$ cat src/hw/rtl/arm_banked_registers_exceptions_top_assert.svh
// Assertion macros shared by the register file RTL.
// Each macro samples on i_clk and is quiet while i_rst_n is low.
`ifndef ARM_BANKED_REGISTERS_EXCEPTIONS_TOP_ASSERT_SVH
`define ARM_BANKED_REGISTERS_EXCEPTIONS_TOP_ASSERT_SVH

// Same-cycle implication
`define ABRE_ASSERT_IMPLY(lbl, ante, cons) \
    lbl: assert property (@(posedge i_clk) disable iff (!i_rst_n) (ante) |-> (cons)) \
        else $error("assertion failed");

// Next-cycle implication
`define ABRE_ASSERT_NEXT(lbl, ante, cons) \
    lbl: assert property (@(posedge i_clk) disable iff (!i_rst_n) (ante) |=> (cons)) \
        else $error("assertion failed");

`endif

$ cat src/hw/rtl/abre_pkg.sv
// ---------------------------------------------------------------------------
// abre_pkg
// Types, codes and vector tables for the banked ARM register file.
// ---------------------------------------------------------------------------
package abre_pkg;

    typedef logic [31:0] t_word;
    typedef logic [2:0]  t_bank;
    typedef logic [4:0]  t_mode;

    // Commands
    typedef enum logic [3:0] {
        CMD_READREG     = 4'd0,
        CMD_WRITEREG    = 4'd1,
        CMD_WRITECPSR   = 4'd2,
        CMD_RESTORECPSR = 4'd3,
        CMD_WRITESPSR   = 4'd4,
        CMD_EXCEPTION   = 4'd5,
        CMD_JUMP        = 4'd6,
        CMD_CHECKIRQ    = 4'd7,
        CMD_HALT        = 4'd8
    } t_cmd;

    // Exception kinds
    typedef enum logic [2:0] {
        EXC_RESET  = 3'd0,
        EXC_UNDEF  = 3'd1,
        EXC_SWI    = 3'd2,
        EXC_PABORT = 3'd3,
        EXC_DABORT = 3'd4,
        EXC_IRQ    = 3'd5,
        EXC_FIQ    = 3'd6,
        EXC_NONE   = 3'd7
    } t_exc;

    // Mode codes
    localparam t_mode MODE_FIQ = 5'h11;
    localparam t_mode MODE_IRQ = 5'h12;
    localparam t_mode MODE_SVC = 5'h13;
    localparam t_mode MODE_ABT = 5'h17;
    localparam t_mode MODE_UND = 5'h1B;

    // Bank numbers
    localparam t_bank BANK_USR = 3'd0;
    localparam t_bank BANK_FIQ = 3'd1;
    localparam t_bank BANK_IRQ = 3'd2;
    localparam t_bank BANK_SVC = 3'd3;
    localparam t_bank BANK_ABT = 3'd4;
    localparam t_bank BANK_UND = 3'd5;
    localparam int    NUM_BANKS = 6;

    // CPSR bits and constants
    localparam int    BIT_THUMB = 5;
    localparam int    BIT_FIQ   = 6;
    localparam int    BIT_IRQ   = 7;
    localparam t_word HIGH_BASE = 32'hFFFF0000;
    localparam t_word CPSR_RESET = 32'h000000D3;
    localparam t_word PC_RESET   = 32'h00000008;

    // Register indexes
    localparam logic [3:0] REG_SP = 4'd13;
    localparam logic [3:0] REG_LR = 4'd14;
    localparam logic [3:0] REG_PC = 4'd15;

    // Configuration register addresses (word index)
    localparam logic CFG_ARM9    = 1'b0;
    localparam logic CFG_HIGHVEC = 1'b1;

    typedef struct packed {
        logic [3:0]  command;
        logic [3:0]  reg_index;
        logic [31:0] value;
        logic        interwork;
        logic [2:0]  exception_kind;
        logic        irq_line;
    } t_in_item;

    typedef struct packed {
        logic [31:0] read_data;
        logic [31:0] status_word;
        logic [31:0] saved_status;
        logic [31:0] program_counter;
        logic        took_jump;
        logic        is_halted;
    } t_out_item;

    typedef struct packed {
        logic core_is_arm9;
        logic high_vectors;
    } t_cfg;

    function automatic t_bank bank_for(input t_mode mode);
        case (mode)
            MODE_FIQ: bank_for = BANK_FIQ;
            MODE_IRQ: bank_for = BANK_IRQ;
            MODE_SVC: bank_for = BANK_SVC;
            MODE_ABT: bank_for = BANK_ABT;
            MODE_UND: bank_for = BANK_UND;
            default:  bank_for = BANK_USR;
        endcase
    endfunction

    function automatic t_word vec_off(input logic [2:0] kind);
        case (t_exc'(kind))
            EXC_RESET:  vec_off = 32'h00;
            EXC_UNDEF:  vec_off = 32'h04;
            EXC_SWI:    vec_off = 32'h08;
            EXC_PABORT: vec_off = 32'h0C;
            EXC_DABORT: vec_off = 32'h10;
            EXC_IRQ:    vec_off = 32'h18;
            EXC_FIQ:    vec_off = 32'h1C;
            default:    vec_off = 32'h00;
        endcase
    endfunction

    function automatic t_mode vec_mode(input logic [2:0] kind);
        case (t_exc'(kind))
            EXC_UNDEF:  vec_mode = MODE_UND;
            EXC_PABORT: vec_mode = MODE_ABT;
            EXC_DABORT: vec_mode = MODE_ABT;
            EXC_IRQ:    vec_mode = MODE_IRQ;
            EXC_FIQ:    vec_mode = MODE_FIQ;
            default:    vec_mode = MODE_SVC;
        endcase
    endfunction

    // Return address adjustment, by kind and by the old Thumb state
    function automatic t_word lr_adjust(input logic [2:0] kind, input logic thumb);
        case (t_exc'(kind))
            EXC_UNDEF:  lr_adjust = thumb ? 32'd2 : 32'd4;
            EXC_SWI:    lr_adjust = thumb ? 32'd2 : 32'd4;
            EXC_PABORT: lr_adjust = thumb ? 32'd0 : 32'd4;
            EXC_DABORT: lr_adjust = thumb ? 32'hFFFFFFFC : 32'd0;
            EXC_IRQ:    lr_adjust = thumb ? 32'd0 : 32'd4;
            EXC_FIQ:    lr_adjust = thumb ? 32'd0 : 32'd4;
            default:    lr_adjust = 32'd0;
        endcase
    endfunction

endpackage

$ cat src/hw/rtl/abre_core.sv
// ---------------------------------------------------------------------------
// abre_core
// Architectural state and single-pass command execution with bank swaps.
// ---------------------------------------------------------------------------
module abre_core (
    input  logic                 i_clk,
    input  logic                 i_rst_n,
    input  logic                 i_fire,
    input  abre_pkg::t_in_item   i_item,
    input  abre_pkg::t_cfg       i_cfg,
    output abre_pkg::t_out_item  o_result
);

    abre_pkg::t_word r_regs  [16];
    abre_pkg::t_word n_regs  [16];
    abre_pkg::t_word r_sp    [abre_pkg::NUM_BANKS];
    abre_pkg::t_word n_sp    [abre_pkg::NUM_BANKS];
    abre_pkg::t_word r_lr    [abre_pkg::NUM_BANKS];
    abre_pkg::t_word n_lr    [abre_pkg::NUM_BANKS];
    abre_pkg::t_word r_bspsr [abre_pkg::NUM_BANKS];
    abre_pkg::t_word n_bspsr [abre_pkg::NUM_BANKS];
    abre_pkg::t_word r_hi    [10];
    abre_pkg::t_word n_hi    [10];
    abre_pkg::t_word r_cpsr, n_cpsr;
    abre_pkg::t_word r_spsr, n_spsr;
    logic            r_halt, n_halt;

    logic            chg_en;
    logic            exc_en;
    logic [2:0]      exc_kind;
    logic            took_jump;
    logic            thumb;
    abre_pkg::t_mode tgt_mode;
    abre_pkg::t_bank ob, nb;
    abre_pkg::t_word vbase;

    // Decode which commands change mode or enter an exception
    always_comb begin
        chg_en   = 1'b0;
        exc_en   = 1'b0;
        exc_kind = i_item.exception_kind;
        tgt_mode = r_cpsr[4:0];
        case (abre_pkg::t_cmd'(i_item.command))
            abre_pkg::CMD_WRITECPSR: begin
                chg_en   = 1'b1;
                tgt_mode = i_item.value[4:0];
            end
            abre_pkg::CMD_RESTORECPSR: begin
                chg_en   = 1'b1;
                tgt_mode = r_spsr[4:0];
            end
            abre_pkg::CMD_EXCEPTION: begin
                exc_en = (i_item.exception_kind != abre_pkg::EXC_NONE);
            end
            abre_pkg::CMD_CHECKIRQ: begin
                exc_en   = i_item.irq_line && !r_cpsr[abre_pkg::BIT_IRQ];
                exc_kind = abre_pkg::EXC_IRQ;
            end
            default: begin
            end
        endcase
        if (exc_en) begin
            chg_en   = 1'b1;
            tgt_mode = abre_pkg::vec_mode(exc_kind);
        end
    end

    assign ob    = abre_pkg::bank_for(r_cpsr[4:0]);
    assign nb    = abre_pkg::bank_for(tgt_mode);
    assign vbase = (i_cfg.core_is_arm9 && i_cfg.high_vectors) ? abre_pkg::HIGH_BASE : '0;
    assign thumb = i_item.interwork ? i_item.value[0] : r_cpsr[abre_pkg::BIT_THUMB];

    // Next state: bank swap first, then the command itself
    always_comb begin
        n_regs  = r_regs;
        n_sp    = r_sp;
        n_lr    = r_lr;
        n_bspsr = r_bspsr;
        n_hi    = r_hi;
        n_cpsr  = r_cpsr;
        n_spsr  = r_spsr;
        n_halt  = r_halt;
        took_jump = 1'b0;

        if (chg_en && (ob != nb)) begin
            n_sp[ob] = r_regs[abre_pkg::REG_SP];
            n_lr[ob] = r_regs[abre_pkg::REG_LR];
            if (ob != abre_pkg::BANK_USR) begin
                n_bspsr[ob] = r_spsr;
            end
            n_regs[abre_pkg::REG_SP] = r_sp[nb];
            n_regs[abre_pkg::REG_LR] = r_lr[nb];
            n_spsr = (nb != abre_pkg::BANK_USR) ? r_bspsr[nb] : '0;
            for (int i = 0; i < 5; i++) begin
                if (ob == abre_pkg::BANK_FIQ) begin
                    n_hi[5 + i]   = r_regs[8 + i];
                    n_regs[8 + i] = r_hi[i];
                end else if (nb == abre_pkg::BANK_FIQ) begin
                    n_hi[i]       = r_regs[8 + i];
                    n_regs[8 + i] = r_hi[5 + i];
                end
            end
        end
        if (chg_en) begin
            n_cpsr[4:0] = tgt_mode;
        end

        case (abre_pkg::t_cmd'(i_item.command))
            abre_pkg::CMD_WRITEREG:    n_regs[i_item.reg_index] = i_item.value;
            abre_pkg::CMD_WRITECPSR:   n_cpsr = i_item.value;
            abre_pkg::CMD_RESTORECPSR: n_cpsr = r_spsr;
            abre_pkg::CMD_WRITESPSR:   n_spsr = i_item.value;
            abre_pkg::CMD_JUMP: begin
                took_jump = 1'b1;
                n_cpsr[abre_pkg::BIT_THUMB] = thumb;
                n_regs[abre_pkg::REG_PC] = thumb ?
                    ({i_item.value[31:1], 1'b0} + 32'd4) :
                    ({i_item.value[31:2], 2'b00} + 32'd8);
            end
            abre_pkg::CMD_CHECKIRQ: begin
                if (exc_en) begin
                    n_halt = 1'b0;
                end
            end
            abre_pkg::CMD_HALT:        n_halt = 1'b1;
            default: begin
            end
        endcase

        // Exception entry (also the IRQ taken by checkirq)
        if (exc_en) begin
            took_jump = 1'b1;
            n_spsr = r_cpsr;
            n_regs[abre_pkg::REG_LR] = r_regs[abre_pkg::REG_PC] -
                abre_pkg::lr_adjust(exc_kind, r_cpsr[abre_pkg::BIT_THUMB]);
            n_cpsr[abre_pkg::BIT_THUMB] = 1'b0;
            n_cpsr[abre_pkg::BIT_IRQ]   = 1'b1;
            if (exc_kind == abre_pkg::EXC_RESET || exc_kind == abre_pkg::EXC_IRQ ||
                exc_kind == abre_pkg::EXC_FIQ) begin
                n_cpsr[abre_pkg::BIT_FIQ] = 1'b1;
            end
            n_regs[abre_pkg::REG_PC] = vbase + abre_pkg::vec_off(exc_kind) + 32'd8;
        end
    end

    // Result reflects the state after this command
    always_comb begin
        o_result.read_data       = n_regs[i_item.reg_index];
        o_result.status_word     = n_cpsr;
        o_result.saved_status    = n_spsr;
        o_result.program_counter = n_regs[abre_pkg::REG_PC];
        o_result.took_jump       = took_jump;
        o_result.is_halted       = n_halt;
    end

    // State registers
    always_ff @(posedge i_clk) begin
        if (!i_rst_n) begin
            for (int i = 0; i < 16; i++) begin
                r_regs[i] <= (4'(i) == abre_pkg::REG_PC) ? abre_pkg::PC_RESET : '0;
            end
            for (int i = 0; i < abre_pkg::NUM_BANKS; i++) begin
                r_sp[i]    <= '0;
                r_lr[i]    <= '0;
                r_bspsr[i] <= '0;
            end
            for (int i = 0; i < 10; i++) begin
                r_hi[i] <= '0;
            end
            r_cpsr <= abre_pkg::CPSR_RESET;
            r_spsr <= '0;
            r_halt <= 1'b0;
        end else if (i_fire) begin
            r_regs  <= n_regs;
            r_sp    <= n_sp;
            r_lr    <= n_lr;
            r_bspsr <= n_bspsr;
            r_hi    <= n_hi;
            r_cpsr  <= n_cpsr;
            r_spsr  <= n_spsr;
            r_halt  <= n_halt;
        end
    end

endmodule

$ cat src/hw/rtl/arm_banked_registers_exceptions_top.sv
// ---------------------------------------------------------------------------
// arm_banked_registers_exceptions_top
// ARM register file with mode banking, SPSR handling and exception entry.
//
//   channel | direction | handshake               | payload
//   --------+-----------+-------------------------+-----------------------
//   in      | input     | i_in_valid / o_in_stall | i_in_data  (t_in_item)
//   out     | output    | o_out_valid/ i_out_stall| o_out_data (t_out_item)
//   cfg     | input     | psel/penable/pready     | paddr, pwdata, prdata
//
// One command per cycle sustained while i_out_stall is low; an accepted beat
// waits in the input register, then its result fills the result register.
// All banked state is in flops, so a mode change swaps banks in that pass.
// Synchronous active-low reset; no clearing pass, the block is ready at once.
// A stalled result holds the execute stage; the input register still takes
// one more beat while it is empty.
// ---------------------------------------------------------------------------
`include "arm_banked_registers_exceptions_top_assert.svh"

module arm_banked_registers_exceptions_top (
    input  logic                 i_clk,
    input  logic                 i_rst_n,
    input  logic                 i_in_valid,
    output logic                 o_in_stall,
    input  abre_pkg::t_in_item   i_in_data,
    output logic                 o_out_valid,
    input  logic                 i_out_stall,
    output abre_pkg::t_out_item  o_out_data,
    input  logic                 psel,
    input  logic                 penable,
    input  logic                 pwrite,
    input  logic [2:0]           paddr,
    input  logic [31:0]          pwdata,
    output logic [31:0]          prdata,
    output logic                 pready
);

    logic                r_in_valid;
    abre_pkg::t_in_item  r_in_data;
    logic                r_out_valid;
    abre_pkg::t_out_item r_out_data;
    abre_pkg::t_cfg      r_cfg;
    abre_pkg::t_out_item result;
    logic                out_ready;
    logic                fire;
    logic                accept;

    // Pipeline control
    assign out_ready  = !r_out_valid || !i_out_stall;
    assign fire       = r_in_valid && out_ready;
    assign o_in_stall = r_in_valid && !out_ready;
    assign accept     = i_in_valid && !o_in_stall;

    // Input register
    always_ff @(posedge i_clk) begin
        if (!i_rst_n) begin
            r_in_valid <= 1'b0;
        end else if (accept) begin
            r_in_valid <= 1'b1;
        end else if (fire) begin
            r_in_valid <= 1'b0;
        end
    end

    always_ff @(posedge i_clk) begin
        if (accept) begin
            r_in_data <= i_in_data;
        end
    end

    // Execute stage
    abre_core u_core (
        .i_clk    (i_clk),
        .i_rst_n  (i_rst_n),
        .i_fire   (fire),
        .i_item   (r_in_data),
        .i_cfg    (r_cfg),
        .o_result (result)
    );

    // Result register
    always_ff @(posedge i_clk) begin
        if (!i_rst_n) begin
            r_out_valid <= 1'b0;
        end else if (fire) begin
            r_out_valid <= 1'b1;
        end else if (!i_out_stall) begin
            r_out_valid <= 1'b0;
        end
    end

    always_ff @(posedge i_clk) begin
        if (fire) begin
            r_out_data <= result;
        end
    end

    assign o_out_valid = r_out_valid;
    assign o_out_data  = r_out_data;

    // Configuration registers
    always_ff @(posedge i_clk) begin
        if (!i_rst_n) begin
            r_cfg.core_is_arm9 <= 1'b1;
            r_cfg.high_vectors <= 1'b0;
        end else if (psel && penable && pwrite) begin
            case (paddr[2])
                abre_pkg::CFG_ARM9:    r_cfg.core_is_arm9 <= pwdata[0];
                abre_pkg::CFG_HIGHVEC: r_cfg.high_vectors <= pwdata[0];
                default: begin
                end
            endcase
        end
    end

    assign pready = 1'b1;
    always_comb begin
        case (paddr[2])
            abre_pkg::CFG_ARM9:    prdata = {31'd0, r_cfg.core_is_arm9};
            abre_pkg::CFG_HIGHVEC: prdata = {31'd0, r_cfg.high_vectors};
            default:               prdata = '0;
        endcase
    end

    // Checks
    `ABRE_ASSERT_NEXT(a_fire_fills_out, fire, r_out_valid)
    `ABRE_ASSERT_IMPLY(a_stall_needs_item, o_in_stall, r_in_valid && r_out_valid)
    `ABRE_ASSERT_NEXT(a_stall_keeps_item, o_in_stall, r_in_valid)
    `ABRE_ASSERT_NEXT(a_exc_masks_irq, fire && (r_in_data.command == abre_pkg::CMD_EXCEPTION) && (r_in_data.exception_kind != abre_pkg::EXC_NONE), o_out_data.status_word[abre_pkg::BIT_IRQ] && o_out_data.took_jump)

endmodule
$ cat config.mk
export PLATFORM = sky130hd
export DESIGN_NAME = arm_banked_registers_exceptions_top
export DESIGN_NICKNAME = d
export VERILOG_FILES = /design/src/hw/rtl/abre_pkg.sv /design/src/hw/rtl/abre_core.sv /design/src/hw/rtl/arm_banked_registers_exceptions_top.sv
export VERILOG_INCLUDE_DIRS = /design/src /design/src/hw/rtl
export SDC_FILE = /design/constraint.sdc
export NUM_CORES = 2
export LEC_CHECK = 0
export BUFFER_PORTS_ARGS = -buffer_cell sky130_fd_sc_hd__clkbuf_2
export CORE_ASPECT_RATIO = 1.25
export CORE_MARGIN = 10
export CORE_UTILIZATION = 39
export CTS_CLUSTER_DIAMETER = 80
export DETAILED_ROUTE_END_ITERATION = 12
export PLACE_DENSITY_LB_ADDON = 0.2
export SYNTH_ARGS = -nofsm -noshare
export SYNTH_HDL_FRONTEND = slang
export SYNTH_SLANG_ARGS = --single-unit
$ cat constraint.sdc
create_clock -name i_clk -period 5.8 [get_ports i_clk]
set_clock_uncertainty 0.15 [all_clocks]
set_input_delay 0.87 -clock i_clk [delete_from_list [all_inputs] [get_ports i_clk]]
set_output_delay 0.87 -clock i_clk [all_outputs]
set_load 0.03 [all_outputs]
==> results.ini <==
[floorplan]
fp.dieH_um = 513.2
io_pins = 252
dieArea_um2 = 212700
initial_core_util_pct = 39.32
coreArea_um2 = 193000
std_cell_rows = 180
die_w_um = 414.5

[synth]
syn_area_per_cell_um2 = 7.646
synth-edff-count = 175
yosysMostFrequentCell = nand2_1
ys_types = 93
netlist_top_cells_area = dfxtp_1 39%, nand2_1 15%, a21oi_1 11%
synth_top_area_cell = dfxtp_1
synth_warnings = 0
ys.flop_type = dfxtp_1
synth_top_area_share_pct = 38.91
ys_ff_latch = 1650
synthArstFlopShare_pct = 0
yosysSeqAreaShare_pct = 45.84
syn_area_um2 = 75880
synth_cells = 9925
ys_top_cells_by_count = 3070 x nand2_1, 1600 x a21oi_1, 1475 x dfxtp_1

[run_status]
status = finished clean

[timing]
finalSetupViolations = 0
setup-tns-final_ps = 0
finalCritPeriodShare_pct = 96.18
hold_viol = 0
fin_crit_ps = 5578
tightest_slew_ps = 1267
rsz0062_at_grt = no
relSlewSlack_pct = 15.56
timing.fmax_mhz = 179.3
slew_viol_final = 0

[clocking]
cts_buffer_depth = 3
cts_buffers = 170
cts_tree = built
cts_sinks = 1650
root_buffer = clkbuf_16
clk_pin_slew_ps = 60
clock_latency_ps = 850
h-tree-depth = 4

[placed_design]
postPlaceCellArea_um2 = 79460
gp_congestion = 0.9373
portBuffers = 186
dpl.hpwl_um = 193500
place_inst = 12000

[finish]
area_growth_pct = 12.45
layout.nets = 9753
fin_area_um2 = 85330
n_fill_cell = 19050
drive_gt1_share_pct = 9.667
final_cell_count_no_fill = 12330

[power]
powerDensity_nw_per_um2 = 330.5
ir_worst_vdd_mv = 0.3801
cellLeakagePower_uw = 0.02890

[detailed_routing]
met1_length_um = 122900
wl_per_cell_um = 25.72
via_count = 73560
via_per_inst = 5.964
dr.pass1.iters = 8
antenna_left = 0
drtIter0Drc = 9142
top_layer = met5
drt-total-wl_um = 317200
drc = 0
routed-wl-met3_um = 31530
wl_met2_um = 141900

[run]
drv_cap = 0

[hold_path]
hp-class = primary input to flop

[setup_path]
crit_fanout = 22
crit_type = flop to flop
endpoint_kind = flop
worst_setup_path_start_kind = flop
cp.required_ps = 6220
worstPathArrival_ps = 5990

[grt]
grt_pass1_vias = 68270
grt_antenna_before_repair = 22
grt_overflow = 0
grt_max_degree = 152
grt_use_total_pct = 28.20
grt_pass1_wl_um = 459200

-- final timing paths --
kind	startpoint	end	slack, ps	cells past startpoint
max	r_in_data[41]$_DFFE_PP_	o_out_data[118]$_DFFE_PP_	220	14
max reg2reg	r_in_data[41]$_DFFE_PP_	o_out_data[118]$_DFFE_PP_	220	14
min	i_in_data[7]	r_in_data[7]$_DFFE_PP_	50	1
min reg2reg	u_core.r_regs[430]$_SDFFE_PN0P_	u_core.r_regs[430]$_SDFFE_PN0P_	300	2
-- sequential cells by signal, indices dropped and copies added, names as in the netlist --
name and cells:
u_core.r_regs 512, u_core.r_hi 320, u_core.r_lr 192, u_core.r_sp 192, u_core.r_bspsr 190, o_out_data 130, r_in_data 45, u_core.r_cpsr 32
u_core.r_spsr 32, r_cfg 2, o_out_valid 1, r_in_valid 1, u_core.r_halt 1
-- what timing repair did --
action                                 CTS  global route
setup endpoints to repair                0            32
hold buffers                            11             0
endpoints found under the hold margin   11             0
gates resized for setup                  0             4
buffers inserted                         0             0
-- critical path: stages, from the launching register on --
cell and delay, ps:
edfxtp_1 490, buf_4 370, and4bb_2 360, a22oi_2 160
a311oi_2 360, inv_2 150, maj3_1 380, o21ai_1 350
a21o_4 530, buf_4 380, o21ai_0 130, a21oi_1 590
a32oi_1 200, a31oi_1 540, a211oi_1 110
-- metrics by stage --
step | hold slack, ps | total power (µW) | worst slack, ps | utilization (%)
3_3_place_gp | 284.1 | 16890 | 342.2 | 41.17
4_1_cts | 2.419 | 28200 | 253.9 | 44.19
5_1_grt | 31.09 | 28980 | 53.87 | 44.20
2_1_floorplan | 278.7 | 14950 | 1272 | -
6_report | 52.25 | 28200 | 221.6 | 44.21
3_5_place_dp | 291.7 | 16920 | 317.6 | 41.17
-- area by class of cell --
class / instances / area, µm² / share of cell area, %
clock buffers: 251 / 5016 / 5.878
flip-flops and latches: 1650 / 34780 / 40.76
clock inverters: 65 / 713.2 / 0.8358
multi-input cells: 7233 / 37240 / 43.64
well taps: 2548 / 3188 / 3.736
repair buffers: 516 / 4126 / 4.836
inverters: 61 / 244.0 / 0.2859
diodes: 9 / 22.52 / 0.02639
-- power breakdown --
group | internal [µW] | switching, µW | leakage [µW] | total [µW]
Combinational | 1280 | 3450 | 0.0125 | 4730
Clock | 6470 | 4900 | 0.00282 | 11400
Sequential | 11800 | 303 | 0.0136 | 12100
-- layer usage --
layer  global-route usage [%]  up-vias
met5                        0        -
met4                    17.21       20
met3                    6.034      791
met2                    44.57     4005
met1                    35.13    35390
li1                         -    33360
-- layout by cell type, fill, tap and decap left out, drive strengths merged, types with 12 or more instances in the layout --
cell type / count
a2111oi: 12
a211oi: 97
a21o: 23
a21oi: 1602
a221oi: 30
a22o: 20
a22oi: 55
a311oi: 36
a31oi: 42
a32oi: 84
and2: 47
and3: 32
buf: 320
clkbuf: 436
clkinv: 44
conb: 32
dfxtp: 1475
edfxtp: 175
ha: 33
inv: 69
mux2: 22
mux2i: 203
mux4: 66
nand2: 3070
nand2b: 29
nand3: 170
nand4: 60
nor2: 499
nor3: 113
nor4: 16
o211a: 14
o211ai: 62
o21a: 19
o21ai: 404
o22a: 22
o22ai: 120
o31ai: 29
or3: 15
xnor2: 14
-- cell families (layout without fill, tap and decap cells) --
group	Yosys count	after routing	share of synthesized area (%)
AO/OA/AOI/OAI	2758	2758	21.04
adder cells (fa/ha/maj)	35	35	0.5837
multiplexers	291	291	4.963
other	2	41	0.009897
flip-flops	1650	1650	45.84
XOR/XNOR	25	25	0.2886
buffers and inverters	1072	893	5.675
AND/OR/NAND/NOR	4092	4092	21.61
(Power assumes the default switching activity.)
